[config.mk]
export PLATFORM = sky130hd
export DESIGN_NAME = hex_cell_index_validator_flat
export DESIGN_NICKNAME = d
export VERILOG_FILES = /design/src/hw/rtl/hcv_pkg.sv /design/src/hw/rtl/hcv_req_if.sv /design/src/hw/rtl/hcv_rsp_if.sv /design/src/hw/rtl/hex_cell_index_validator.sv /design/src/hw/rtl/hcv_decode.sv /design/src/hw/rtl/hcv_scan.sv /design/src/hw/rtl/hcv_judge.sv /design/src/flat_wrapper.sv
export SDC_FILE = /design/constraint.sdc
export NUM_CORES = 1
export LEC_CHECK = 0
export BUFFER_PORTS_ARGS = -buffer_cell sky130_fd_sc_hd__buf_2
export CAP_MARGIN = 0
export CORE_ASPECT_RATIO = 1.1
export CORE_UTILIZATION = 45
export DETAILED_ROUTE_END_ITERATION = 8
export PLACE_DENSITY = 0.63
export SETUP_SLACK_MARGIN = 0.05
export SLEW_MARGIN = 25
export SYNTH_ARGS = -nofsm -noshare
export SYNTH_HDL_FRONTEND = slang
export SYNTH_SLANG_ARGS = --single-unit
[constraint.sdc]
create_clock -name clock -period 6.5 [get_ports clock]
set_clock_uncertainty 0.05 [all_clocks]
set_input_delay 1.3 -clock clock [delete_from_list [all_inputs] [get_ports clock]]
set_output_delay 1.3 -clock clock [all_outputs]
set_load 0.01 [all_outputs]
[src/hw/rtl/hcv_pkg.sv]
// hcv_pkg: shared constants, codes and stage record types for the hex cell index validator
// no dependencies; imported by every module of the block

package hcv_pkg;

   // index layout
   localparam int INDEX_W    = 64;
   localparam int TOP_POS    = 63;
   localparam int MODE_LSB   = 59;
   localparam int MODE_W     = 4;
   localparam int AUX_POS    = 56;
   localparam int AUX_W      = 3;
   localparam int RES_POS    = 52;
   localparam int RES_W      = 4;
   localparam int BASE_POS   = 45;
   localparam int BASE_W     = 7;
   localparam int DIGIT_W    = 3;
   localparam int MAX_DIGITS = 15;

   localparam logic [DIGIT_W-1:0] DIGIT_SEVEN = 3'b111;
   localparam logic [DIGIT_W-1:0] DIGIT_ONE   = 3'd1;

   // modes
   localparam logic [MODE_W-1:0] MODE_CELL   = 4'd1;
   localparam logic [MODE_W-1:0] MODE_EDGE   = 4'd2;
   localparam logic [MODE_W-1:0] MODE_VERTEX = 4'd5;

   // auxiliary field ranges
   localparam logic [AUX_W-1:0] EDGE_DIR_MIN = 3'd1;
   localparam logic [AUX_W-1:0] EDGE_DIR_MAX = 3'd6;
   localparam logic [AUX_W-1:0] VERTEX_MAX   = 3'd5;

   // pentagon maps
   localparam int MAP_LOW_W  = 64;
   localparam int MAP_HIGH_W = 58;
   localparam logic [MAP_LOW_W-1:0]  MAP_LOW_RESET  = 64'd9512165637854609424;
   localparam logic [MAP_HIGH_W-1:0] MAP_HIGH_RESET = 58'd9016003938222336;

   // configuration register indexes
   localparam int CSR_IDX_W = 1;
   localparam int CSR_DATA_W = MAP_LOW_W;
   localparam logic [CSR_IDX_W-1:0] CSR_MAP_LOW  = 1'b0;
   localparam logic [CSR_IDX_W-1:0] CSR_MAP_HIGH = 1'b1;

   // parameter defaults
   localparam int BASE_CELL_LIMIT_DEF = 122;
   localparam int DIGIT_LIMIT_DEF     = 15;

   // after decode: per-digit flags, only set for digits within the resolution
   typedef struct packed {
      logic                    top_bad;
      logic [MODE_W-1:0]       mode;
      logic [AUX_W-1:0]        aux;
      logic                    base_ok;
      logic                    pent_base;
      logic [MAX_DIGITS-1:0]   seven;
      logic [MAX_DIGITS-1:0]   nonzero;
      logic [MAX_DIGITS-1:0]   one;
   } decode_type;

   // after scan: digit flags reduced
   typedef struct packed {
      logic                    top_bad;
      logic [MODE_W-1:0]       mode;
      logic [AUX_W-1:0]        aux;
      logic                    base_ok;
      logic                    pent_base;
      logic                    has_seven;
      logic                    lead_one;
      logic                    lead_zero;
   } scan_type;

endpackage

[src/hw/rtl/hcv_req_if.sv]
// hcv_req_if: request channel carrying one raw grid index per transfer
// depends on hcv_pkg for the index width

interface hcv_req_if;
   import hcv_pkg::*;

   logic               valid;
   logic               ready;
   logic [INDEX_W-1:0] cell_index;

   modport source (output valid, output cell_index, input ready);
   modport sink   (input valid, input cell_index, output ready);
endinterface

[src/hw/rtl/hcv_rsp_if.sv]
// hcv_rsp_if: response channel carrying the validity and pentagon flags
// no dependencies

interface hcv_rsp_if;
   logic valid;
   logic ready;
   logic index_ok;
   logic pentagon_flag;

   modport source (output valid, output index_ok, output pentagon_flag, input ready);
   modport sink   (input valid, input index_ok, input pentagon_flag, output ready);
endinterface

[src/hw/rtl/hex_cell_index_validator.sv]
// hex_cell_index_validator: top level, three-stage pipeline decode -> scan -> judge
// a request passes the decode, scan and judge stage registers in that order
// throughput: one index per cycle while no stage is held; each stage register loads when empty or when
// the stage below moves, so back-pressure holds items in place
// reset: synchronous, clears all stage valid bits and reloads both pentagon maps
// depends on hcv_pkg, hcv_req_if, hcv_rsp_if, hcv_decode, hcv_scan, hcv_judge

module hex_cell_index_validator #(
   parameter int BASE_CELL_LIMIT = hcv_pkg::BASE_CELL_LIMIT_DEF,
   parameter int DIGIT_LIMIT     = hcv_pkg::DIGIT_LIMIT_DEF
) (
   input  logic                               clock,
   input  logic                               reset,
   hcv_req_if.sink                            req_bus,
   hcv_rsp_if.source                          rsp_bus,
   input  logic                               csr_we,
   input  logic [hcv_pkg::CSR_IDX_W-1:0]      csr_index,
   input  logic [hcv_pkg::CSR_DATA_W-1:0]     csr_wdata
);
   import hcv_pkg::*;

   logic [MAP_LOW_W-1:0]  map_low_ff;
   logic [MAP_HIGH_W-1:0] map_high_ff;

   logic       s1_valid;
   logic       s1_ready;
   decode_type s1_data;
   logic       s2_valid;
   logic       s2_ready;
   scan_type   s2_data;

   always_ff @(posedge clock) begin
      if (reset) begin
         map_low_ff  <= MAP_LOW_RESET;
         map_high_ff <= MAP_HIGH_RESET;
      end else if (csr_we) begin
         case (csr_index)
            CSR_MAP_LOW:  map_low_ff  <= csr_wdata;
            CSR_MAP_HIGH: map_high_ff <= csr_wdata[MAP_HIGH_W-1:0];
            default: begin
            end
         endcase
      end
   end

   hcv_decode #(
      .BASE_CELL_LIMIT (BASE_CELL_LIMIT),
      .DIGIT_LIMIT     (DIGIT_LIMIT)
   ) u_decode (
      .clock      (clock),
      .reset      (reset),
      .in_valid   (req_bus.valid),
      .cell_index (req_bus.cell_index),
      .in_ready   (req_bus.ready),
      .map_low    (map_low_ff),
      .map_high   (map_high_ff),
      .out_valid  (s1_valid),
      .out_data   (s1_data),
      .out_ready  (s1_ready)
   );

   hcv_scan u_scan (
      .clock     (clock),
      .reset     (reset),
      .in_valid  (s1_valid),
      .in_data   (s1_data),
      .in_ready  (s1_ready),
      .out_valid (s2_valid),
      .out_data  (s2_data),
      .out_ready (s2_ready)
   );

   hcv_judge u_judge (
      .clock         (clock),
      .reset         (reset),
      .in_valid      (s2_valid),
      .in_data       (s2_data),
      .in_ready      (s2_ready),
      .out_valid     (rsp_bus.valid),
      .index_ok      (rsp_bus.index_ok),
      .pentagon_flag (rsp_bus.pentagon_flag),
      .out_ready     (rsp_bus.ready)
   );

   // request side only stalls when every stage is full and the response is held
   a_full_when_stalled: assert property (@(posedge clock) disable iff (reset)
      !req_bus.ready |-> (s1_valid && s2_valid && rsp_bus.valid && !rsp_bus.ready))
      else $error("request stalled with a free pipeline slot");

   // a stalled middle stage keeps its item
   a_scan_holds: assert property (@(posedge clock) disable iff (reset)
      (s2_valid && !s2_ready) |=> s2_valid)
      else $error("scan stage item lost under stall");

   // an open first stage with no request empties
   a_decode_bubble: assert property (@(posedge clock) disable iff (reset)
      (req_bus.ready && !req_bus.valid) |=> !s1_valid)
      else $error("decode stage valid without a request transfer");

endmodule

[src/hw/rtl/hcv_decode.sv]
// hcv_decode: first pipeline stage, splits the index into fields, flags each digit
// and looks the base cell up in the pentagon maps; depends on hcv_pkg

module hcv_decode #(
   parameter int BASE_CELL_LIMIT = hcv_pkg::BASE_CELL_LIMIT_DEF,
   parameter int DIGIT_LIMIT     = hcv_pkg::DIGIT_LIMIT_DEF
) (
   input  logic                              clock,
   input  logic                              reset,
   input  logic                              in_valid,
   input  logic [hcv_pkg::INDEX_W-1:0]       cell_index,
   output logic                              in_ready,
   input  logic [hcv_pkg::MAP_LOW_W-1:0]     map_low,
   input  logic [hcv_pkg::MAP_HIGH_W-1:0]    map_high,
   output logic                              out_valid,
   output hcv_pkg::decode_type               out_data,
   input  logic                              out_ready
);
   import hcv_pkg::*;

   logic                  valid_ff;
   decode_type            data_ff;
   decode_type            data_in;
   logic [RES_W-1:0]      res;
   logic [BASE_W-1:0]     base;
   logic [MAP_LOW_W-1:0]  map_high_ext;
   logic                  map_bit;
   logic [DIGIT_W-1:0]    digit;
   logic                  in_res;

   assign in_ready  = !valid_ff || out_ready;
   assign out_valid = valid_ff;
   assign out_data  = data_ff;

   assign res          = cell_index[RES_POS +: RES_W];
   assign base         = cell_index[BASE_POS +: BASE_W];
   assign map_high_ext = {{(MAP_LOW_W-MAP_HIGH_W){1'b0}}, map_high};

   always_comb begin
      map_bit = base[BASE_W-1] ? map_high_ext[base[BASE_W-2:0]] : map_low[base[BASE_W-2:0]];
      data_in.top_bad   = cell_index[TOP_POS];
      data_in.mode      = cell_index[MODE_LSB +: MODE_W];
      data_in.aux       = cell_index[AUX_POS +: AUX_W];
      data_in.base_ok   = {1'b0, base} < 8'(BASE_CELL_LIMIT);
      data_in.pent_base = data_in.base_ok && map_bit;
      digit  = '0;
      in_res = 1'b0;
      // digit 0 sits just below the base cell field
      for (int i = 0; i < MAX_DIGITS; i++) begin
         digit  = cell_index[BASE_POS - DIGIT_W*i - 1 -: DIGIT_W];
         in_res = (i < DIGIT_LIMIT) && (5'(i) < {1'b0, res});
         data_in.seven[i]   = in_res && (digit == DIGIT_SEVEN);
         data_in.nonzero[i] = in_res && (digit != '0);
         data_in.one[i]     = in_res && (digit == DIGIT_ONE);
      end
   end

   always_ff @(posedge clock) begin
      if (reset) begin
         valid_ff <= 1'b0;
      end else if (in_ready) begin
         valid_ff <= in_valid;
      end
   end

   always_ff @(posedge clock) begin
      if (in_ready) begin
         data_ff <= data_in;
      end
   end

endmodule

[src/hw/rtl/hcv_scan.sv]
// hcv_scan: second pipeline stage, reduces the digit flags to a seven flag, an all-zero
// flag and the class of the leading non-zero digit; depends on hcv_pkg

module hcv_scan (
   input  logic                 clock,
   input  logic                 reset,
   input  logic                 in_valid,
   input  hcv_pkg::decode_type  in_data,
   output logic                 in_ready,
   output logic                 out_valid,
   output hcv_pkg::scan_type    out_data,
   input  logic                 out_ready
);
   import hcv_pkg::*;

   logic                  valid_ff;
   scan_type              data_ff;
   scan_type              data_in;
   logic [MAX_DIGITS-1:0] first_nz;

   assign in_ready  = !valid_ff || out_ready;
   assign out_valid = valid_ff;
   assign out_data  = data_ff;

   always_comb begin
      // first_nz marks the leading non-zero digit, each bit on its own prefix mask
      for (int i = 0; i < MAX_DIGITS; i++) begin
         first_nz[i] = in_data.nonzero[i] &&
                       ((in_data.nonzero & ((MAX_DIGITS'(1) << i) - MAX_DIGITS'(1))) == '0);
      end
      data_in.top_bad   = in_data.top_bad;
      data_in.mode      = in_data.mode;
      data_in.aux       = in_data.aux;
      data_in.base_ok   = in_data.base_ok;
      data_in.pent_base = in_data.pent_base;
      data_in.has_seven = |in_data.seven;
      data_in.lead_one  = |(first_nz & in_data.one);
      data_in.lead_zero = !(|in_data.nonzero);
   end

   always_ff @(posedge clock) begin
      if (reset) begin
         valid_ff <= 1'b0;
      end else if (in_ready) begin
         valid_ff <= in_valid;
      end
   end

   always_ff @(posedge clock) begin
      if (in_ready) begin
         data_ff <= data_in;
      end
   end

endmodule

[src/hw/rtl/hcv_judge.sv]
// hcv_judge: last pipeline stage, applies the per-mode rules and holds the
// response register; depends on hcv_pkg

module hcv_judge (
   input  logic              clock,
   input  logic              reset,
   input  logic              in_valid,
   input  hcv_pkg::scan_type in_data,
   output logic              in_ready,
   output logic              out_valid,
   output logic              index_ok,
   output logic              pentagon_flag,
   input  logic              out_ready
);
   import hcv_pkg::*;

   logic valid_ff;
   logic ok_ff;
   logic ok_in;
   logic pent_ff;
   logic pent_in;
   logic common_ok;

   assign in_ready      = !valid_ff || out_ready;
   assign out_valid     = valid_ff;
   assign index_ok      = ok_ff;
   assign pentagon_flag = pent_ff;

   always_comb begin
      common_ok = !in_data.top_bad && in_data.base_ok && !in_data.has_seven;
      case (in_data.mode)
         MODE_CELL: begin
            // k-axis rule on pentagon base cells
            ok_in = common_ok && !(in_data.pent_base && in_data.lead_one);
         end
         MODE_EDGE: begin
            ok_in = common_ok && (in_data.aux inside {[EDGE_DIR_MIN:EDGE_DIR_MAX]});
         end
         MODE_VERTEX: begin
            ok_in = common_ok && (in_data.aux <= VERTEX_MAX);
         end
         default: begin
            ok_in = 1'b0;
         end
      endcase
      pent_in = in_data.pent_base && in_data.lead_zero;
   end

   always_ff @(posedge clock) begin
      if (reset) begin
         valid_ff <= 1'b0;
      end else if (in_ready) begin
         valid_ff <= in_valid;
      end
   end

   always_ff @(posedge clock) begin
      if (in_ready) begin
         ok_ff   <= ok_in;
         pent_ff <= pent_in;
      end
   end

endmodule
[src/flat_wrapper.sv]
// flat-port wrapper written by rule: the top's interface ports become plain ports
module hex_cell_index_validator_flat import hcv_pkg::*;
#(
   parameter int BASE_CELL_LIMIT = hcv_pkg::BASE_CELL_LIMIT_DEF,
   parameter int DIGIT_LIMIT     = hcv_pkg::DIGIT_LIMIT_DEF
)
  (clock, reset, csr_we, csr_index, csr_wdata, req_bus_valid, req_bus_cell_index, req_bus_ready, rsp_bus_valid, rsp_bus_index_ok, rsp_bus_pentagon_flag, rsp_bus_ready);
  hcv_req_if req_bus_i ();
  hcv_rsp_if rsp_bus_i ();
  input  logic clock;
  input  logic reset;
  input  logic csr_we;
  input  logic [hcv_pkg::CSR_IDX_W-1:0] csr_index;
  input  logic [hcv_pkg::CSR_DATA_W-1:0] csr_wdata;
  input wire logic [$bits(req_bus_i.valid)-1:0] req_bus_valid;
  input wire logic [$bits(req_bus_i.cell_index)-1:0] req_bus_cell_index;
  output wire logic [$bits(req_bus_i.ready)-1:0] req_bus_ready;
  output wire logic [$bits(rsp_bus_i.valid)-1:0] rsp_bus_valid;
  output wire logic [$bits(rsp_bus_i.index_ok)-1:0] rsp_bus_index_ok;
  output wire logic [$bits(rsp_bus_i.pentagon_flag)-1:0] rsp_bus_pentagon_flag;
  input wire logic [$bits(rsp_bus_i.ready)-1:0] rsp_bus_ready;
  assign req_bus_i.valid = req_bus_valid;
  assign req_bus_i.cell_index = req_bus_cell_index;
  assign req_bus_ready = req_bus_i.ready;
  assign rsp_bus_valid = rsp_bus_i.valid;
  assign rsp_bus_index_ok = rsp_bus_i.index_ok;
  assign rsp_bus_pentagon_flag = rsp_bus_i.pentagon_flag;
  assign rsp_bus_i.ready = rsp_bus_ready;
  hex_cell_index_validator #(.BASE_CELL_LIMIT(BASE_CELL_LIMIT), .DIGIT_LIMIT(DIGIT_LIMIT)) u_core (.clock(clock), .reset(reset), .req_bus(req_bus_i), .rsp_bus(rsp_bus_i), .csr_we(csr_we), .csr_index(csr_index), .csr_wdata(csr_wdata));
endmodule
==> results.sh, run 1 <==
export IMPL_clock_sinks=195
export IMPL_seq_area_frac_synth=0.5518
export IMPL_critPathKind="input port to output pin"
export IMPL_hold_viol=0
export IMPL_ant_nets=0
export IMPL_power_density_nw_per_um2=266.3
export IMPL_setup_violations=0
export IMPL_yosysTopAreaCell="dfxtp_1"
export IMPL_seq_area_sq_um=4604
export IMPL_max_freq_mhz=257.1
export IMPL_fillers=1661
export IMPL_viasPerCell=5.331
export IMPL_diodes=0
export IMPL_postCtsSetupBuffers=0
export IMPL_async_flop_share=0
export IMPL_dp_hpwl_mm=13.61
export IMPL_clk_pin_slew_ps=60
export IMPL_core_sq_um=17930
export IMPL_drive_gt1_frac=0.2004
export IMPL_synth_ff_type="dfxtp_1"
export IMPL_vias=6562
export IMPL_drt_iter0_drc=347
export IMPL_rsz0062_at_grt="false"
export IMPL_cts_tree="built"
export IMPL_synth_most_common_cell="nand2_1"
export IMPL_ys_types=52
export IMPL_cp_required_ps=5150
export IMPL_path_buf_inv=3
export IMPL_cts_hold_buffers=0
export IMPL_fin_crit_sh=0.5984
export IMPL_critPathMaxStageDelay_ps=560
export IMPL_synth_common_cells="nand2_1 (280), dfxtp_1 (125), a21oi_1 (118)"
export IMPL_cp_arrival_ps=2540
export IMPL_avgSynthCellArea_sq_um=9.536
export IMPL_grt_overflow_total=0
export IMPL_yosys_warnings=0
export IMPL_start_util=0.4654
export IMPL_whs_ps=370.1
export IMPL_p_sw_uw=605.8
export IMPL_portBuffers=137
export IMPL_crit_family="buffers and inverters"
export IMPL_nets=1114
export IMPL_htree_num_levels=4
export IMPL_grt_pass1_vias=6144
export IMPL_synth_cells=875
export IMPL_drt_wl_total_mm=20.50
export IMPL_drtPass1Iterations=5
export IMPL_end_kind="output pin"
export IMPL_clock_power_share=0.382
export IMPL_synth_edf_count=70
export IMPL_p_sw_frac=0.2349
export IMPL_cts_buffers=17
export IMPL_ioPinCount=138
export IMPL_cpMaxStageDelayCell="buf_4"
export IMPL_drv_slew=0
export IMPL_grt_pass1_wl_mm=32.60
export IMPL_status="finished clean"
export IMPL_fin_crit_ps=3889
export IMPL_hold_path_class="flop to flop"
export IMPL_rows=51
export IMPL_leakagePower_nw=3.837
export IMPL_combinationalPowerShare=0.095
export IMPL_maxSlewHeadroom=0.4680
export IMPL_synth_seq_cells=195
export IMPL_area_growth_pct=16.09
export IMPL_grt_max_degree=79
export IMPL_die_h_um=144.8
export IMPL_seqPwrFrac=0.523
export IMPL_cts_resized=0
export IMPL_clock_path_buffers=2
export IMPL_multi_input_area_sq_um=3462
export IMPL_gp_congestion=0.8159
export IMPL_internal_power_mw=1.974
export IMPL_antenna_found_initial=0
export IMPL_drc=0
export IMPL_worst_slew_pin_slew_ps=798.1
export IMPL_peakVddDrop_uv=176.4
export IMPL_crit_path_start_kind="input port"
export IMPL_path_cells="buf_2, nor2b_1, and2_1, nand2_2, buf_4, buf_2"
export IMPL_drv_cap=0
export IMPL_postLayoutCoreUtil=0.5402
export IMPL_die_w_um=131.8
export IMPL_crit_path_frequent_cell="buf_2"
export IMPL_post_drt_wl_per_cell_um=16.66
export IMPL_clock_latency_ps=430
export IMPL_synth_net_count=1009
export IMPL_syn_area_sq_um=8344
export IMPL_cp_max_fo=56
export IMPL_yosys_top_cells_area="dfxtp_1 (30%), edfxtp_1 (25%), nand2_1 (13%), a21oi_1 (7.1%), mux4_2 (3.5%)"
export IMPL_gr_usage_all_layers=0.2213
export IMPL_cts_root_buf="clkbuf_16"
export IMPL_synth_top_cell_area_share=0.2999
export IMPL_fin_setup_tns_ps=0
export IMPL_die_area_sq_um=19090
cell families after synthesis:
group / Yosys count / share of synthesized area
buffers and inverters: 67 / 0.03524
AO/OA/AOI/OAI: 170 / 0.1189
flip-flops: 195 / 0.5518
AND/OR/NAND/NOR: 394 / 0.2009
multiplexers: 49 / 0.09312
final cells by class:
class | count | share of cell area
Clock buffer | 24 | 0.04870
Clock inverter | 8 | 0.007879
Inverter | 9 | 0.003487
Multi-Input combinational cell | 613 | 0.3574
Sequential cell | 195 | 0.4753
Tap cell | 238 | 0.03074
Timing Repair Buffer | 144 | 0.07647
metal layers:
layer | vias to the layer above | track usage | routed length (um)
met5 | - | 0 | 0
met4 | 0 | 0.06793 | 295
met3 | 21 | 0.04598 | 1154
met2 | 202 | 0.3737 | 9985
met1 | 3072 | 0.2865 | 9068
li1 | 3267 | - | -
cells in the final DEF, fill, tap and decap left out, types with 7 or more instances in the layout:
cell type / synthesis / routed
mux2i_1: 21 / 21
mux4_2: 13 / 13
mux4_1: 7 / 7
inv_1: 9 / 9
nand3b_1: 16 / 16
nor4_1: 7 / 7
mux2_2: 8 / 8
dfxtp_1: 125 / 125
o21ai_0: 11 / 11
nor2b_1: 8 / 7
nor3_1: 25 / 25
nand2_1: 280 / 278
edfxtp_1: 70 / 70
nor2_1: 34 / 34
buf_2: 3 / 136
clkbuf_16: 0 / 17
a21oi_1: 118 / 118
buf_4: 2 / 8
path summary, 6_finish.rpt:
kind | startpoint | to | cells after the start | slack, ps
max reg2reg | u_core.u_decode.out_data[26]$_DFFE_PP_ | u_core.u_scan.out_data[1]$_DFFE_PP_ | 5 | 4580
min reg2reg | u_core.u_decode.out_data[47]$_DFFE_PP_ | u_core.u_scan.out_data[5]$_DFFE_PP_ | 0 | 370
max | rsp_bus_ready | req_bus_ready | 6 | 2610
min | u_core.u_decode.out_data[47]$_DFFE_PP_ | u_core.u_scan.out_data[5]$_DFFE_PP_ | 0 | 370
sequential cells by signal, summed over array words and instances, names as in the netlist:
signal / cells
u_core.u_decode.out_valid: 1
u_core.u_judge.out_valid: 1
u_core.map_high_ff: 58
u_core.map_low_ff: 64
u_core.u_scan.out_data: 13
u_core.u_decode.out_data: 55
u_core.u_judge.index_ok: 1
u_core.u_judge.pentagon_flag: 1
u_core.u_scan.out_valid: 1
power groups by stage:
stage | clock network, mW | registers (mW) | logic [mW]
after global routing | 1.06 | 1.36 | 0.272
final | 0.985 | 1.35 | 0.245
after floorplan | 0 | 1.36 | 0.154
after CTS | 1.00 | 1.35 | 0.246
after global placement | 0 | 1.38 | 0.239
after detailed placement | 0 | 1.38 | 0.244
stage by stage:
| step | cell area (sq um) | power, mW | cells | worst slack (ps) |
|---|---|---|---|---|
| 2_1_floorplan | 8344 | 1.519 | 875 | 2380 |
| 3_3_place_gp | 9139 | 1.616 | 1199 | 2607 |
| 3_5_place_dp | 9139 | 1.620 | 1199 | 2596 |
| 4_1_cts | 9687 | 2.600 | 1231 | 2592 |
| 5_1_grt | 9687 | 2.683 | 1231 | 2519 |
| 6_report | 9687 | 2.580 | 1231 | 2611 |
(Power assumes the default switching activity.)
==> inputs of run 2 (changes only) <==
PLACE_DENSITY = 0.66   (was 0.63)
clock period = 3.28 ns   (was 6.5 ns; I/O delays follow)
==> run 2 against run 1 <==
Net effect:
- clock power grew 110%
- power grew 100%
- first-iteration DRC count grew 10%
- critical path type is now input port to flop
==> results.sh, run 2 (synthesis gave the netlist of run 1 again) <==
export IMPL_status="finished clean"
export IMPL_wl_met3_mm=1.094
export IMPL_drv_slew=0
export IMPL_clock_power_share=0.399
export IMPL_portBuffers=137
export IMPL_cp_required_ps=3410
export IMPL_grt_pass1_vias=6379
export IMPL_setup_violations=0
export IMPL_ioPinCount=138
export IMPL_gr_usage_all_layers=0.2228
export IMPL_end_kind="flop"
export IMPL_antenna_found_initial=0
export IMPL_wl_met2_mm=10.01
export IMPL_peakVddDrop_uv=378.7
export IMPL_dp_slack_ps=499.8
export IMPL_clock_sinks=195
export IMPL_hold_path_class="input port to flop"
export IMPL_rsz0062_at_grt="false"
export IMPL_die_area_sq_um=19090
export IMPL_drt_wl_total_mm=20.63
export IMPL_critPathMaxStageDelay_ps=510
export IMPL_final_cells=1239
export IMPL_drtPass1Iterations=5
export IMPL_viasPerCell=5.372
export IMPL_worst_slew_pin_slew_ps=716.5
export IMPL_cts_resized=0
export IMPL_grt_overflow_total=0
export IMPL_cpMaxStageDelayCell="mux4_2"
export IMPL_power_density_nw_per_um2=537.4
export IMPL_clk_pin_slew_ps=80
export IMPL_total_power_mw=5.274
export IMPL_worst_slack_ps=946.3
export IMPL_cts_root_buf="clkbuf_16"
export IMPL_reg2reg_depth=5
export IMPL_final_cell_mix="nand2_1 (278), buf_2 (136), dfxtp_1 (125)"
export IMPL_hold_viol=0
export IMPL_fin_setup_tns_ps=0
export IMPL_drt_met1_wl_mm=9.214
export IMPL_leakagePower_nw=3.902
export IMPL_cts_buffers=17
export IMPL_clock_latency_ps=430
export IMPL_cts_hold_buffers=0
export IMPL_placed_area_sq_um=9216
export IMPL_drive_gt1_frac=0.2110
export IMPL_drv_cap=0
export IMPL_grt_max_degree=93
export IMPL_cp_max_fo=15
export IMPL_htree_num_levels=4
export IMPL_postCtsSetupBuffers=0
export IMPL_postLayoutCoreUtil=0.5473
export IMPL_maxSlewHeadroom=0.5223
export IMPL_ant_nets=0
export IMPL_grt_pass1_wl_mm=32.86
export IMPL_path_cells="buf_2, buf_4, mux4_2, mux2i_1, o22ai_1, nor4_1, o2bb2ai_1"
export IMPL_internal_power_mw=3.975
export IMPL_dp_hpwl_mm=14.30
export IMPL_hold_depth=1
export IMPL_clock_path_buffers=2
export IMPL_start_util=0.4654
export IMPL_post_route_cell_area_sq_um=9814
export IMPL_critPathKind="input port to flop"
export IMPL_whs_ps=356.1
export IMPL_vias=6656
export IMPL_drc=0
export IMPL_area_growth_pct=17.62
export IMPL_die_w_um=131.8
export IMPL_p_sw_mw=1.299
export IMPL_fin_crit_sh=0.7115
export IMPL_mostFrequentLayoutCell="nand2_1"
export IMPL_nets=1121
export IMPL_max_flop_register="u_core.map_low_ff"
export IMPL_gp_congestion=0.8588
export IMPL_p_sw_frac=0.2463
export IMPL_placed_cells=1206
export IMPL_die_h_um=144.8
export IMPL_fin_crit_ps=2334
export IMPL_top_layer_used="met4"
export IMPL_post_drt_wl_per_cell_um=16.65
export IMPL_combinationalPowerShare=0.093
export IMPL_crit_path_start_kind="input port"
export IMPL_rows=51
export IMPL_largest_register_ffs=64
export IMPL_cp_arrival_ps=2470
export IMPL_core_sq_um=17930
export IMPL_drt_iter0_drc=382
export IMPL_fillers=1631
export IMPL_cts_tree="built"
export IMPL_seqPwrFrac=0.508
export IMPL_max_freq_mhz=428.5
[run 2: cell count changes in the layout (fill, tap and decap cells not counted), sizes merged]
cell	before	now
buf	144	151
clkbuf	24	17
clkinv	2	5
inv	12	15
bufinv	1	2
diode	0	1
[run 2: worst paths after layout]
kind	startpoint	slack (ps)	endpoint
worst max-delay path	req_bus_cell_index[45]	950	u_core.u_decode.out_data[45]$_DFFE_PP_
worst min-delay path	req_bus_cell_index[58]	360	u_core.u_decode.out_data[49]$_DFFE_PP_
worst max register to register	u_core.u_decode.out_data[26]$_DFFE_PP_	1370	u_core.u_scan.out_data[1]$_DFFE_PP_
worst min register to register	u_core.u_decode.out_data[53]$_DFFE_PP_	370	u_core.u_scan.out_data[11]$_DFFE_PP_
[run 2: final cells by class]
class	count	area, sq um	area share
sequential	195	4604	0.4691
multi-input combinational	613	3462	0.3528
timing repair buffer	151	818.3	0.08338
clock buffer	17	425.4	0.04335
tap	238	297.8	0.03034
clock inverter	15	170.2	0.01734
inverter	9	33.78	0.003442
antenna	1	2.502	0.0002550
[run 2: metal layers]
layer / vias up / track usage
li1: 3284 / -
met3: 27 / 0.04702
met2: 189 / 0.3779
met4: 0 / 0.06793
met1: 3156 / 0.2870
met5: - / 0
[run 2: power groups by stage]
stage / combinational (mW) / clock (mW) / sequential [mW]
global route: 0.544 / 2.24 / 2.69
finish: 0.489 / 2.11 / 2.68
detailed placement: 0.487 / 0 / 2.73
global placement: 0.478 / 0 / 2.73
CTS: 0.490 / 2.15 / 2.68
floorplan: 0.306 / 0 / 2.70
[run 2: critical path, delay by kind of cell]
family / cells / cell delay (ps)
AND/OR/NAND/NOR: 1 / 320
multiplexers: 2 / 660
AO/OA/AOI/OAI: 2 / 190
buffers and inverters: 2 / 620
